==> src/hdl/ukol_pkg.sv <==
// ukol_pkg: shared types, codes and widths for the unique key ordered list
// used by ukol_cell and unique_key_ordered_list_top; no dependencies
package ukol_pkg;

    localparam int KEY_W       = 32;
    localparam int PAYLOAD_W   = 32;
    localparam int POS_W       = 5;
    localparam int STATUS_W    = 2;
    localparam int FIDX_W      = 4;
    localparam int ECOUNT_W    = 5;

    localparam int DEFAULT_CAPACITY = 16;

    // request codes
    localparam logic OP_INSERT = 1'b0;
    localparam logic OP_SEARCH = 1'b1;

    // result status codes
    localparam logic [STATUS_W-1:0] ST_OK      = 2'd0;
    localparam logic [STATUS_W-1:0] ST_BAD_POS = 2'd1;
    localparam logic [STATUS_W-1:0] ST_DUP     = 2'd2;

    // broadcast from the control to every cell
    typedef struct packed {
        logic                        do_insert;
        logic signed [KEY_W-1:0]     new_key;
        logic        [PAYLOAD_W-1:0] new_payload;
        logic        [POS_W-1:0]     pos;
    } cell_cmd_t;

endpackage

==> src/hdl/ukol_cell.sv <==
// ukol_cell: one list slot holding a key and payload, compares against the
// broadcast key and shifts in from its lower neighbor; depends on ukol_pkg
module ukol_cell #(
    parameter int CELL_IDX = 0
) (
    input  logic                                 aclk,
    input  ukol_pkg::cell_cmd_t                  cmd,
    input  logic                                 occupied,
    input  logic signed [ukol_pkg::KEY_W-1:0]    prev_key,
    input  logic        [ukol_pkg::PAYLOAD_W-1:0] prev_payload,
    output logic signed [ukol_pkg::KEY_W-1:0]    key_out,
    output logic        [ukol_pkg::PAYLOAD_W-1:0] payload_out,
    output logic                                 hit
);

    logic signed [ukol_pkg::KEY_W-1:0]     key_reg;
    logic        [ukol_pkg::PAYLOAD_W-1:0] payload_reg;
    logic                                  at_pos;
    logic                                  above_pos;

    assign at_pos    = (CELL_IDX == int'(cmd.pos));
    assign above_pos = (CELL_IDX >  int'(cmd.pos));

    // only slots below the count take part in the search
    assign hit = occupied && (key_reg == cmd.new_key);

    always_ff @(posedge aclk) begin
        if (cmd.do_insert) begin
            if (at_pos) begin
                key_reg     <= cmd.new_key;
                payload_reg <= cmd.new_payload;
            end else if (above_pos) begin
                key_reg     <= prev_key;
                payload_reg <= prev_payload;
            end
        end
    end

    assign key_out     = key_reg;
    assign payload_out = payload_reg;

endmodule

==> src/hdl/unique_key_ordered_list_top.sv <==
// unique_key_ordered_list_top: bounded ordered list of unique keys built as
// a row of ukol_cell slots plus insert/search control; depends on ukol_pkg
//
//  channel | direction | ports
//  --------+-----------+------------------------------------------------------
//  request | in        | s_valid s_ready s_opcode s_entry_key s_entry_payload
//          |           | s_insert_position
//  result  | out       | m_valid m_ready m_status m_found m_found_index
//          |           | m_entry_count
//
// one request per cycle unless stalled: every cell compares its key with the
// request key in the cycle of the transfer, and an insert shifts all cells
// above the position at that edge, so the next request sees the updated list
// result is held in an output register; a new request is taken whenever that
// register is empty or its result is being taken in the same cycle
// aresetn (synchronous, active low) clears the count and the output valid;
// cell contents are not reset and are only read below the count
module unique_key_ordered_list_top #(
    parameter int CAPACITY = ukol_pkg::DEFAULT_CAPACITY
) (
    input  logic                                   aclk,
    input  logic                                   aresetn,
    // request channel
    input  logic                                   s_valid,
    output logic                                   s_ready,
    input  logic                                   s_opcode,
    input  logic signed [ukol_pkg::KEY_W-1:0]      s_entry_key,
    input  logic        [ukol_pkg::PAYLOAD_W-1:0]  s_entry_payload,
    input  logic        [ukol_pkg::POS_W-1:0]      s_insert_position,
    // result channel
    output logic                                   m_valid,
    input  logic                                   m_ready,
    output logic        [ukol_pkg::STATUS_W-1:0]   m_status,
    output logic                                   m_found,
    output logic        [ukol_pkg::FIDX_W-1:0]     m_found_index,
    output logic        [ukol_pkg::ECOUNT_W-1:0]   m_entry_count
);

    localparam int CNT_W = $clog2(CAPACITY + 1);
    localparam int IDX_W = (CAPACITY > 1) ? $clog2(CAPACITY) : 1;

    // list state
    logic [CNT_W-1:0] count_reg, count_next;

    // output register
    logic                             m_valid_reg, m_valid_next;
    logic [ukol_pkg::STATUS_W-1:0]    status_reg, status_next;
    logic                             found_reg, found_next;
    logic [ukol_pkg::FIDX_W-1:0]      fidx_reg, fidx_next;
    logic [ukol_pkg::ECOUNT_W-1:0]    ecount_reg, ecount_next;

    // cell row wiring
    ukol_pkg::cell_cmd_t                  cmd;
    logic signed [ukol_pkg::KEY_W-1:0]    cell_key [CAPACITY];
    logic        [ukol_pkg::PAYLOAD_W-1:0] cell_payload [CAPACITY];
    logic        [CAPACITY-1:0]           cell_hit;

    logic             transfer_in;
    logic             any_hit;
    logic [IDX_W-1:0] first_idx;
    logic             bad_pos;
    logic             is_insert;

    // take a request when the output register is free or being drained
    assign s_ready     = !m_valid_reg || m_ready;
    assign transfer_in = s_valid && s_ready;
    assign is_insert   = (s_opcode == ukol_pkg::OP_INSERT);

    // position past the end, or no room left
    assign bad_pos = (int'(s_insert_position) > int'(count_reg)) ||
                     (int'(count_reg) == CAPACITY);

    assign cmd.do_insert   = transfer_in && is_insert && !bad_pos && !any_hit;
    assign cmd.new_key     = s_entry_key;
    assign cmd.new_payload = s_entry_payload;
    assign cmd.pos         = s_insert_position;

    // row of cells, each above the first fed by its lower neighbor
    for (genvar i = 0; i < CAPACITY; i++) begin : g_cell
        if (i == 0) begin : g_first
            ukol_cell #(
                .CELL_IDX (i)
            ) u_cell (
                .aclk         (aclk),
                .cmd          (cmd),
                .occupied     (int'(count_reg) > i),
                .prev_key     (s_entry_key),
                .prev_payload (s_entry_payload),
                .key_out      (cell_key[i]),
                .payload_out  (cell_payload[i]),
                .hit          (cell_hit[i])
            );
        end else begin : g_rest
            ukol_cell #(
                .CELL_IDX (i)
            ) u_cell (
                .aclk         (aclk),
                .cmd          (cmd),
                .occupied     (int'(count_reg) > i),
                .prev_key     (cell_key[i-1]),
                .prev_payload (cell_payload[i-1]),
                .key_out      (cell_key[i]),
                .payload_out  (cell_payload[i]),
                .hit          (cell_hit[i])
            );
        end
    end

    // lowest matching slot
    assign any_hit = |cell_hit;

    always_comb begin
        first_idx = '0;
        for (int i = CAPACITY - 1; i >= 0; i--) begin
            if (cell_hit[i]) begin
                first_idx = IDX_W'(i);
            end
        end
    end

    // next list count
    always_comb begin
        count_next = count_reg;
        if (cmd.do_insert) begin
            count_next = CNT_W'(count_reg + 1'b1);
        end
    end

    // result formation
    always_comb begin
        m_valid_next = m_valid_reg;
        status_next  = status_reg;
        found_next   = found_reg;
        fidx_next    = fidx_reg;
        ecount_next  = ecount_reg;
        if (m_valid_reg && m_ready) begin
            m_valid_next = 1'b0;
        end
        if (transfer_in) begin
            m_valid_next = 1'b1;
            found_next   = 1'b0;
            fidx_next    = '0;
            ecount_next  = ukol_pkg::ECOUNT_W'(count_next);
            priority if (!is_insert) begin
                status_next = ukol_pkg::ST_OK;
                found_next  = any_hit;
                fidx_next   = any_hit ? ukol_pkg::FIDX_W'(first_idx) : '0;
            end else if (bad_pos) begin
                status_next = ukol_pkg::ST_BAD_POS;
            end else if (any_hit) begin
                status_next = ukol_pkg::ST_DUP;
            end else begin
                status_next = ukol_pkg::ST_OK;
            end
        end
    end

    always_ff @(posedge aclk) begin
        if (!aresetn) begin
            count_reg   <= '0;
            m_valid_reg <= 1'b0;
        end else begin
            count_reg   <= count_next;
            m_valid_reg <= m_valid_next;
        end
    end

    // result payload, no reset needed
    always_ff @(posedge aclk) begin
        status_reg <= status_next;
        found_reg  <= found_next;
        fidx_reg   <= fidx_next;
        ecount_reg <= ecount_next;
    end

    assign m_valid       = m_valid_reg;
    assign m_status      = status_reg;
    assign m_found       = found_reg;
    assign m_found_index = fidx_reg;
    assign m_entry_count = ecount_reg;

endmodule

==> config.mk <==
export PLATFORM = sky130hd
export DESIGN_NAME = unique_key_ordered_list_top
export DESIGN_NICKNAME = d
export VERILOG_FILES = /design/src/hdl/ukol_pkg.sv /design/src/hdl/ukol_cell.sv /design/src/hdl/unique_key_ordered_list_top.sv
export SDC_FILE = /design/constraint.sdc
export NUM_CORES = 1
export LEC_CHECK = 0
export BUFFER_PORTS_ARGS = -buffer_cell sky130_fd_sc_hd__buf_2
export CORE_MARGIN = 2
export CORE_UTILIZATION = 25
export CTS_CLUSTER_SIZE = 14
export DETAILED_ROUTE_END_ITERATION = 12
export GPL_TIMING_DRIVEN = 0
export SLEW_MARGIN = 10
export SYNTH_ARGS = -nofsm -noshare
export SYNTH_HDL_FRONTEND = slang
export SYNTH_SLANG_ARGS = --single-unit
==> constraint.sdc <==
create_clock -name aclk -period 6.35 [get_ports aclk]
set_input_delay 0.635 -clock aclk [delete_from_list [all_inputs] [get_ports aclk]]
set_output_delay 0.635 -clock aclk [all_outputs]
set_load 0.05 [all_outputs]
==> Word level (Yosys, flattened, before mapping) <==
Index checks and enable logic that the tools add are counted.
{ "op_classes": {"n_addsub": 1, "order_cmp": 32, "eq_ne": 32, "muxes": 50, "bitwise": 2, "n_reduce_logical": 65} }
{ "ops": {"columns": ["op", "count"], "rows": [
  ["$mux 32", 30],
  ["$eq 32x32->1", 16],
  ["$eq 5x5->1 const A", 8],
  ["$gt 4x5->1 const A", 8],
  ["$gt 5x4->1 const B", 8],
  ["$mux 4", 8],
  ["$reduce_and 2->1", 16],
  ["$reduce_bool 2->1", 16],
  ["$logic_and 1x1->1", 21],
  ["$eq 4x5->1 const A", 4],
  ["$gt 3x5->1 const A", 4],
  ["$gt 5x3->1 const B", 4],
  ["$reduce_or 16->1", 1],
  ["$mux 3", 4],
  ["$eq 3x5->1 const A", 2],
  ["$gt 2x5->1 const A", 2],
  ["$gt 5x1->1 const B", 2],
  ["$gt 5x2->1 const B", 2],
  ["$reduce_or 10->1", 1],
  ["$mux 2", 3],
  ["$reduce_or 6->1", 1],
  ["$add 5x1->5 const B", 1],
  ["$eq 2x5->1 const A", 1],
  ["$eq 5x5->1 const B", 1],
  ["11 further kinds", 18]
]} }
{ "totals": {"register_bits": 530, "inputBits": 74, "out_inout_bits": 14, "elab_cells": 208} }

==> Longest topological paths before layout <==
{ "depth": {"depth_word": 17, "mapped_depth": 14, "ltp_nobuf": 12} }

==> Modules after synthesis <==
A second synthesis with hierarchy kept.
{ "unflattened": {"cells_unflattened": 2997, "area_unflattened_um2": 51802.2} }
{ "modules_own_cells": {"columns": ["module", "instances", "cells_each", "area_each_um2", "seq_area_each_um2"], "rows": [
  ["ukol_cell (g_cell[6].g_rest.u_cell)", 1, 183, 3384.5, 1921.8],
  ["ukol_cell (g_cell[1].g_rest.u_cell)", 1, 181, 3378.2, 1921.8],
  ["ukol_cell (g_cell[2].g_rest.u_cell)", 1, 183, 3378.2, 1921.8],
  ["ukol_cell (g_cell[14].g_rest.u_cell)", 1, 182, 3328.2, 1921.8],
  ["ukol_cell (g_cell[15].g_rest.u_cell)", 1, 181, 3321.9, 1921.8],
  ["ukol_cell (g_cell[12].g_rest.u_cell)", 1, 183, 3279.4, 1921.8],
  ["ukol_cell (g_cell[13].g_rest.u_cell)", 1, 185, 3264.4, 1921.8],
  ["ukol_cell (g_cell[4].g_rest.u_cell)", 1, 188, 3218.1, 1921.8],
  ["ukol_cell (g_cell[11].g_rest.u_cell)", 1, 182, 3119.2, 1921.8],
  ["ukol_cell (g_cell[5].g_rest.u_cell)", 1, 186, 3106.7, 1921.8],
  ["ukol_cell (g_cell[10].g_rest.u_cell)", 1, 183, 3104.2, 1921.8],
  ["ukol_cell (g_cell[3].g_rest.u_cell)", 1, 182, 3104.2, 1921.8],
  ["ukol_cell (g_cell[9].g_rest.u_cell)", 1, 182, 3099.2, 1921.8],
  ["ukol_cell (g_cell[8].g_rest.u_cell)", 1, 183, 3091.7, 1921.8],
  ["3 more rows", null, null, null, null]
]} }

==> Least setup slack after synthesis <==
Ideal clock, no wire load.
{ "synth_path": {"path_kind": "input-to-reg", "from": "in s_insert_position[1] (netlist bit)", "to": "reg g_cell[4].g_rest.u_cell.key_reg, in the netlist g_cell[4].g_rest.u_cell.key_out[0] (enable)", "setup_ps": 470, "arrival_ps": 4915, "slack_ps": 965, "stages": 11, "n_path_buf": 0, "cell_sequence": "ha_1 -> nor2b_1 -> o21a_1 -> o21a_1 -> o21ai_0 -> a22oi_1 -> a311o_1 -> nor2_1 -> nand2_4 -> or2_4 -> a211oi_1"} }
{ "synth_via": {"elab_chain_cells": 6, "elab_cells_between_ends": 9, "classes_between": "2 x order compare; 1 x eq/ne; 6 x reduce/logical"} }
{ "synth_lines": {"columns": ["element", "line_no", "rtl"], "rows": [
  ["from (decl)", "unique_key_ordered_list_top.sv:29", "input logic [ukol_pkg::POS_W-1:0] s_insert_position,"],
  ["$gt 5x5->1", "unique_key_ordered_list_top.sv:70", "assign bad_pos = (int'(s_insert_position) > int'(count_reg)) ||"],
  ["$logic_or 1x1->1", "unique_key_ordered_list_top.sv:70", null],
  ["$logic_not 1->1", "unique_key_ordered_list_top.sv:73", "assign cmd.do_insert = transfer_in && is_insert && !bad_pos && !any_hit;"],
  ["$logic_and 1x1->1 (2 in a row)", "unique_key_ordered_list_top.sv:73", null],
  ["$reduce_and 2->1 (no source line) *", null, null],
  ["to (signal assigned)", "ukol_cell.sv:30", "key_reg <= cmd.new_key;"],
  ["to (signal assigned)", "ukol_cell.sv:33", "key_reg <= prev_key;"],
  ["to (decl)", "ukol_cell.sv:16", "logic signed [ukol_pkg::KEY_W-1:0] key_reg;"]
]} }
Mark *: on every way between the ends. The rest lies on a longest branch, timed or not.
A chain may end at the register's enable or synchronous reset.

==> Worst setup path after layout <==
{ "layout_path": {"from": "reg count_reg[1]", "to": "reg g_cell[6].g_rest.u_cell.key_reg, in the netlist g_cell[6].g_rest.u_cell.key_out[3] (enable)"} }
{ "layout_via": {"elab_chain_cells": 6, "elab_cells_between_ends": 41, "classes_between": "17 x order compare; 1 x eq/ne; 23 x reduce/logical"} }
{ "layout_lines": {"columns": ["element", "line_no", "rtl"], "rows": [
  ["from (decl)", "unique_key_ordered_list_top.sv:43", "logic [CNT_W-1:0] count_reg, count_next;"],
  ["from (signal assigned)", "unique_key_ordered_list_top.sv:163", "count_reg <= count_next;"],
  ["$gt 5x1->1, or another cell as far along", "unique_key_ordered_list_top.sv:86", ".occupied (int'(count_reg) > i),"],
  ["$logic_and 1x1->1 / $logic_or 1x1->1 (equally long branches)", "ukol_cell.sv:25, unique_key_ordered_list_top.sv:70", null],
  ["$reduce_or 16->1 / $logic_not 1->1 (equally long branches)", "unique_key_ordered_list_top.sv:110, unique_key_ordered_list_top.sv:73", null],
  ["$logic_not 1->1 / $logic_and 1x1->1 (equally long branches)", "unique_key_ordered_list_top.sv:73", null],
  ["$logic_and 1x1->1 *", "unique_key_ordered_list_top.sv:73", null],
  ["$reduce_and 2->1 (no source line) *", null, null],
  ["to (signal assigned)", "ukol_cell.sv:30", null],
  ["to (signal assigned)", "ukol_cell.sv:33", null],
  ["to (decl)", "ukol_cell.sv:16", null]
]} }
Marks and branches as above.

==> impl_results.md <==
* Sequential area share after synthesis at 0.544
* Antenna violations before repair at 11
* Max FFs per register at 480
* Top cells by area, synth: edfxtp_1 54%, mux2_2 19%, xor2_1 8.3%, xnor2_1 7.2%, nor4_1 1.7%
* RSZ-0062 raised after global routing: no
* Overall Power at 8.24 mW
* GRT Util Overall at 0.172
* TritonCTS buffer count at 61
* Max Slew Vio Count at 0
* Worst Setup Path Type: reg2reg
* Bufs and invs on worst path at 5
* Worst-path maximum fanout at 13
* Fmax at 186 MHz
* Lkg Pwr at 10.9 nW
* Vias in the first global route at 17,400
* Largest net degree at the start of global routing at 33
* DR vias at 17,900
* TritonCTS Sinks at 530
* Post-Syn Nets at 2,123
* Placer congestion estimate at 0.942
* Detailed placement HPWL at 85,200 um
* Area growth from synthesis to layout at 16.1%
* Total routed wirelength at 106,000 um
* CTS tree: done
* Worst Skew at 0.0312 ns
* Cell Chain, Critical Path: inv_1, ha_1, inv_1, o311ai_1, nor4_2, nor4_4, nand2b_4, nor4b_4, nand2_4, or2_4, buf_6, a311oi_4, buf_6, buf_6
* Yosys reg bits at 530
* Drt wl/cell at 28.3 um
* Starting Density at 0.252
* Synth unique cells at 57
* Req. time, crit path at 6.70 ns
* Min-delay worst type: in2reg
* Power share of the clock group at 0.442
* Mapped Area at 0.0292 mm2
* Slowest stage delay, CP at 0.67 ns
* Drt first-iter violations at 2,308
* Core box area at 0.116 mm2
* Top cell by count, worst path: buf_6
* I/O pin count at 88
* First-pass iteration count of the detailed router at 7
* Max-slew headroom at the worst pin at 0.271
* Crit start category: flip-flop
* Int Pwr at 6.19 mW
* Die area at 0.119 mm2
* Synth Instances at 2,039
* Post-synthesis area per instance at 14.3 um2
* Worst Path Arrival at 5.72 ns
* DIE WIDTH at 346 um
* Switching share of power at 0.249
* R2R Setup Slk at 0.98 ns
* Worst R2R End: g_cell[6].g_rest.u_cell.key_out[3]
* Slowest stage cell on the critical path: a311oi_4
* Sequential Power Share at 0.469
* Yosys top cell area share at 0.540
* Crit. End Element: flip-flop
* R2R cell count at 14
* Max Root-Sink Buffers at 3
* DRT antenna net count at 0
* Clock transition at the registers of the reported paths at 0.06 ns
* Top cell family by delay on the critical path: simple AND/OR/NAND/NOR gates
* Share of cells above drive strength 1 at 0.345
* Row count at 125
* Final setup viols at 0
* Min Tclk post-route at 5.37 ns
* Post-synth EDFFs at 524
* Yosys top cell by area: edfxtp_1
* GRT Residual Overflow at 0
* Peak VDD IR at 0.000212 V
* # port buffers at 55
* FF-to-FF Start: count_reg[1]
* Sink of the worst hold path: g_cell[0].g_first.u_cell.key_out[24]
* Status: finished, final reports clean
* Final Hold Fails at 0
* Cell with the most instances after synthesis: edfxtp_1
* Sw Pwr at 2.05 mW
* FFs w/ async S/R, synth at 0
* Slew @ Worst Pin at 1.09 ns
* Clock Latency Late Sink at 0.66 ns
* Pwr/cell area at 243 mW/mm2
* Fin crit share at 0.845
* Commonest cells post-synth: 524 x edfxtp_1, 480 x mux2_2, 276 x xor2_1
* Residual DRC at 0
* Fin util at 0.292
* Ant diodes at 0
* Die height at 346 um
* Post-CTS Hold Buffers at 0
* DR vias/cell at 4.77
* Htree depth at 2
* Main synth FF type: edfxtp_1
* Synth warnings at 0
* Post-cts sizing count at 0
* Max-Cap Viols at 0
* Hold Path Depth at 1
* First-pass GRT wire length at 143,000 um
* Combinational Power Share at 0.088
* Root Driver: clkbuf_16
* Post-CTS Repair Setup Buffers at 0
* NumNets Final at 2,259
* Min-delay src: s_entry_key[24]
## placed cells by master, fill, tap and decap left out, drive strengths merged, types with 2 or more instances in the layout
cell    synthesis  routed
a21oi           8       8
and3            3       3
ha             10      10
mux2i           2       2
nand3          14      14
nor2           24      24
nand2          24      24
or2             4       4
nor4           81      81
a21boi          2       2
a31oi           6       6
o21ai           9       9
bufinv          0       8
edfxtp        524     524
nor4b           2       2
or3             3       3
a311oi          2       2
mux2          481     481
clkbuf         51     118
o21a            3       3
a211oi          6       6
o31ai           3       3
nand4          73      73
xor2          276     276
and4            3       3
nor2b           4       4
xnor2         239     239
nand2b          3       3
nor3           15      15
buf           131     204
and2            4       4
inv            14      15
clkinv          0      36
dfxtp           6       6
## logic make-up (layout without fill, tap and decap cells)
logic type               count (synthesis)  in the layout  synth area share
multiplexers                           483            483             0.186
AO/OA/AOI/OAI                           45             45            0.0107
flip-flops                             530            530             0.544
AND/OR/NAND/NOR                        260            260            0.0536
adder cells (fa/ha/maj)                 10             10           0.00429
buffers and inverters                  196            381            0.0465
XOR/XNOR                               515            515             0.155
## worst max path at each step
stage | startpoint | end | slack (ns) | cells past startpoint
detailed placement | s_entry_key[12] | g_cell[6].g_rest.u_cell.key_out[9] | 0.98 | 17
global route | count_reg[0] | g_cell[6].g_rest.u_cell.key_out[9] | 0.92 | 14
global placement | s_entry_key[12] | g_cell[4].g_rest.u_cell.key_out[2] | -1.79 | 14
CTS | count_reg[0] | g_cell[6].g_rest.u_cell.key_out[9] | 1.05 | 14
finish | count_reg[1] | g_cell[6].g_rest.u_cell.key_out[3] | 0.98 | 14
floorplan | s_insert_position[1] | g_cell[4].g_rest.u_cell.key_out[0] | 0.97 | 11
## power groups by stage
stage / combinational (mW) / clock (mW) / sequential, mW
floorplan: 0.406 / 0 / 3.95
global placement: 0.705 / 0 / 3.95
detailed placement: 0.718 / 0 / 3.94
CTS: 0.722 / 3.67 / 3.87
global route: 0.750 / 3.80 / 3.87
finish: 0.728 / 3.65 / 3.87
## final cells by class
cell class	instances	area (um2)
well taps	1524	1910
fillers	11600	82000
clock buffers	67	1570
multi-input cells	1313	12100
flip-flops and latches	530	15900
inverters	14	52.6
clock inverters	45	430
repair buffers	73	646
plain buffers	182	1300
## per-stage QoR
step	instances	TNS (ns)	cell area [um2]	worst slack (ns)	hold slack [ns]
global placement	3618	-211.06	31300	-1.79	0.510
finish	3748	0	33900	0.983	0.176
global route	3748	0	33900	0.918	0.159
floorplan	2039	0	29200	0.965	0.572
CTS	3748	0	33900	1.05	0.149
detailed placement	3636	0	31900	0.983	0.529
## routing by layer
| layer | vias up | global-route usage | wire length, um |
|---|---|---|---|
| met5 | - | 0 | 0 |
| met4 | 0 | 0.0630 | 4150 |
| met3 | 152 | 0.0184 | 6100 |
| met2 | 798 | 0.274 | 48100 |
| met1 | 9132 | 0.241 | 47500 |
| li1 | 7811 | - | - |
Power figures use the tool's default switching activity.
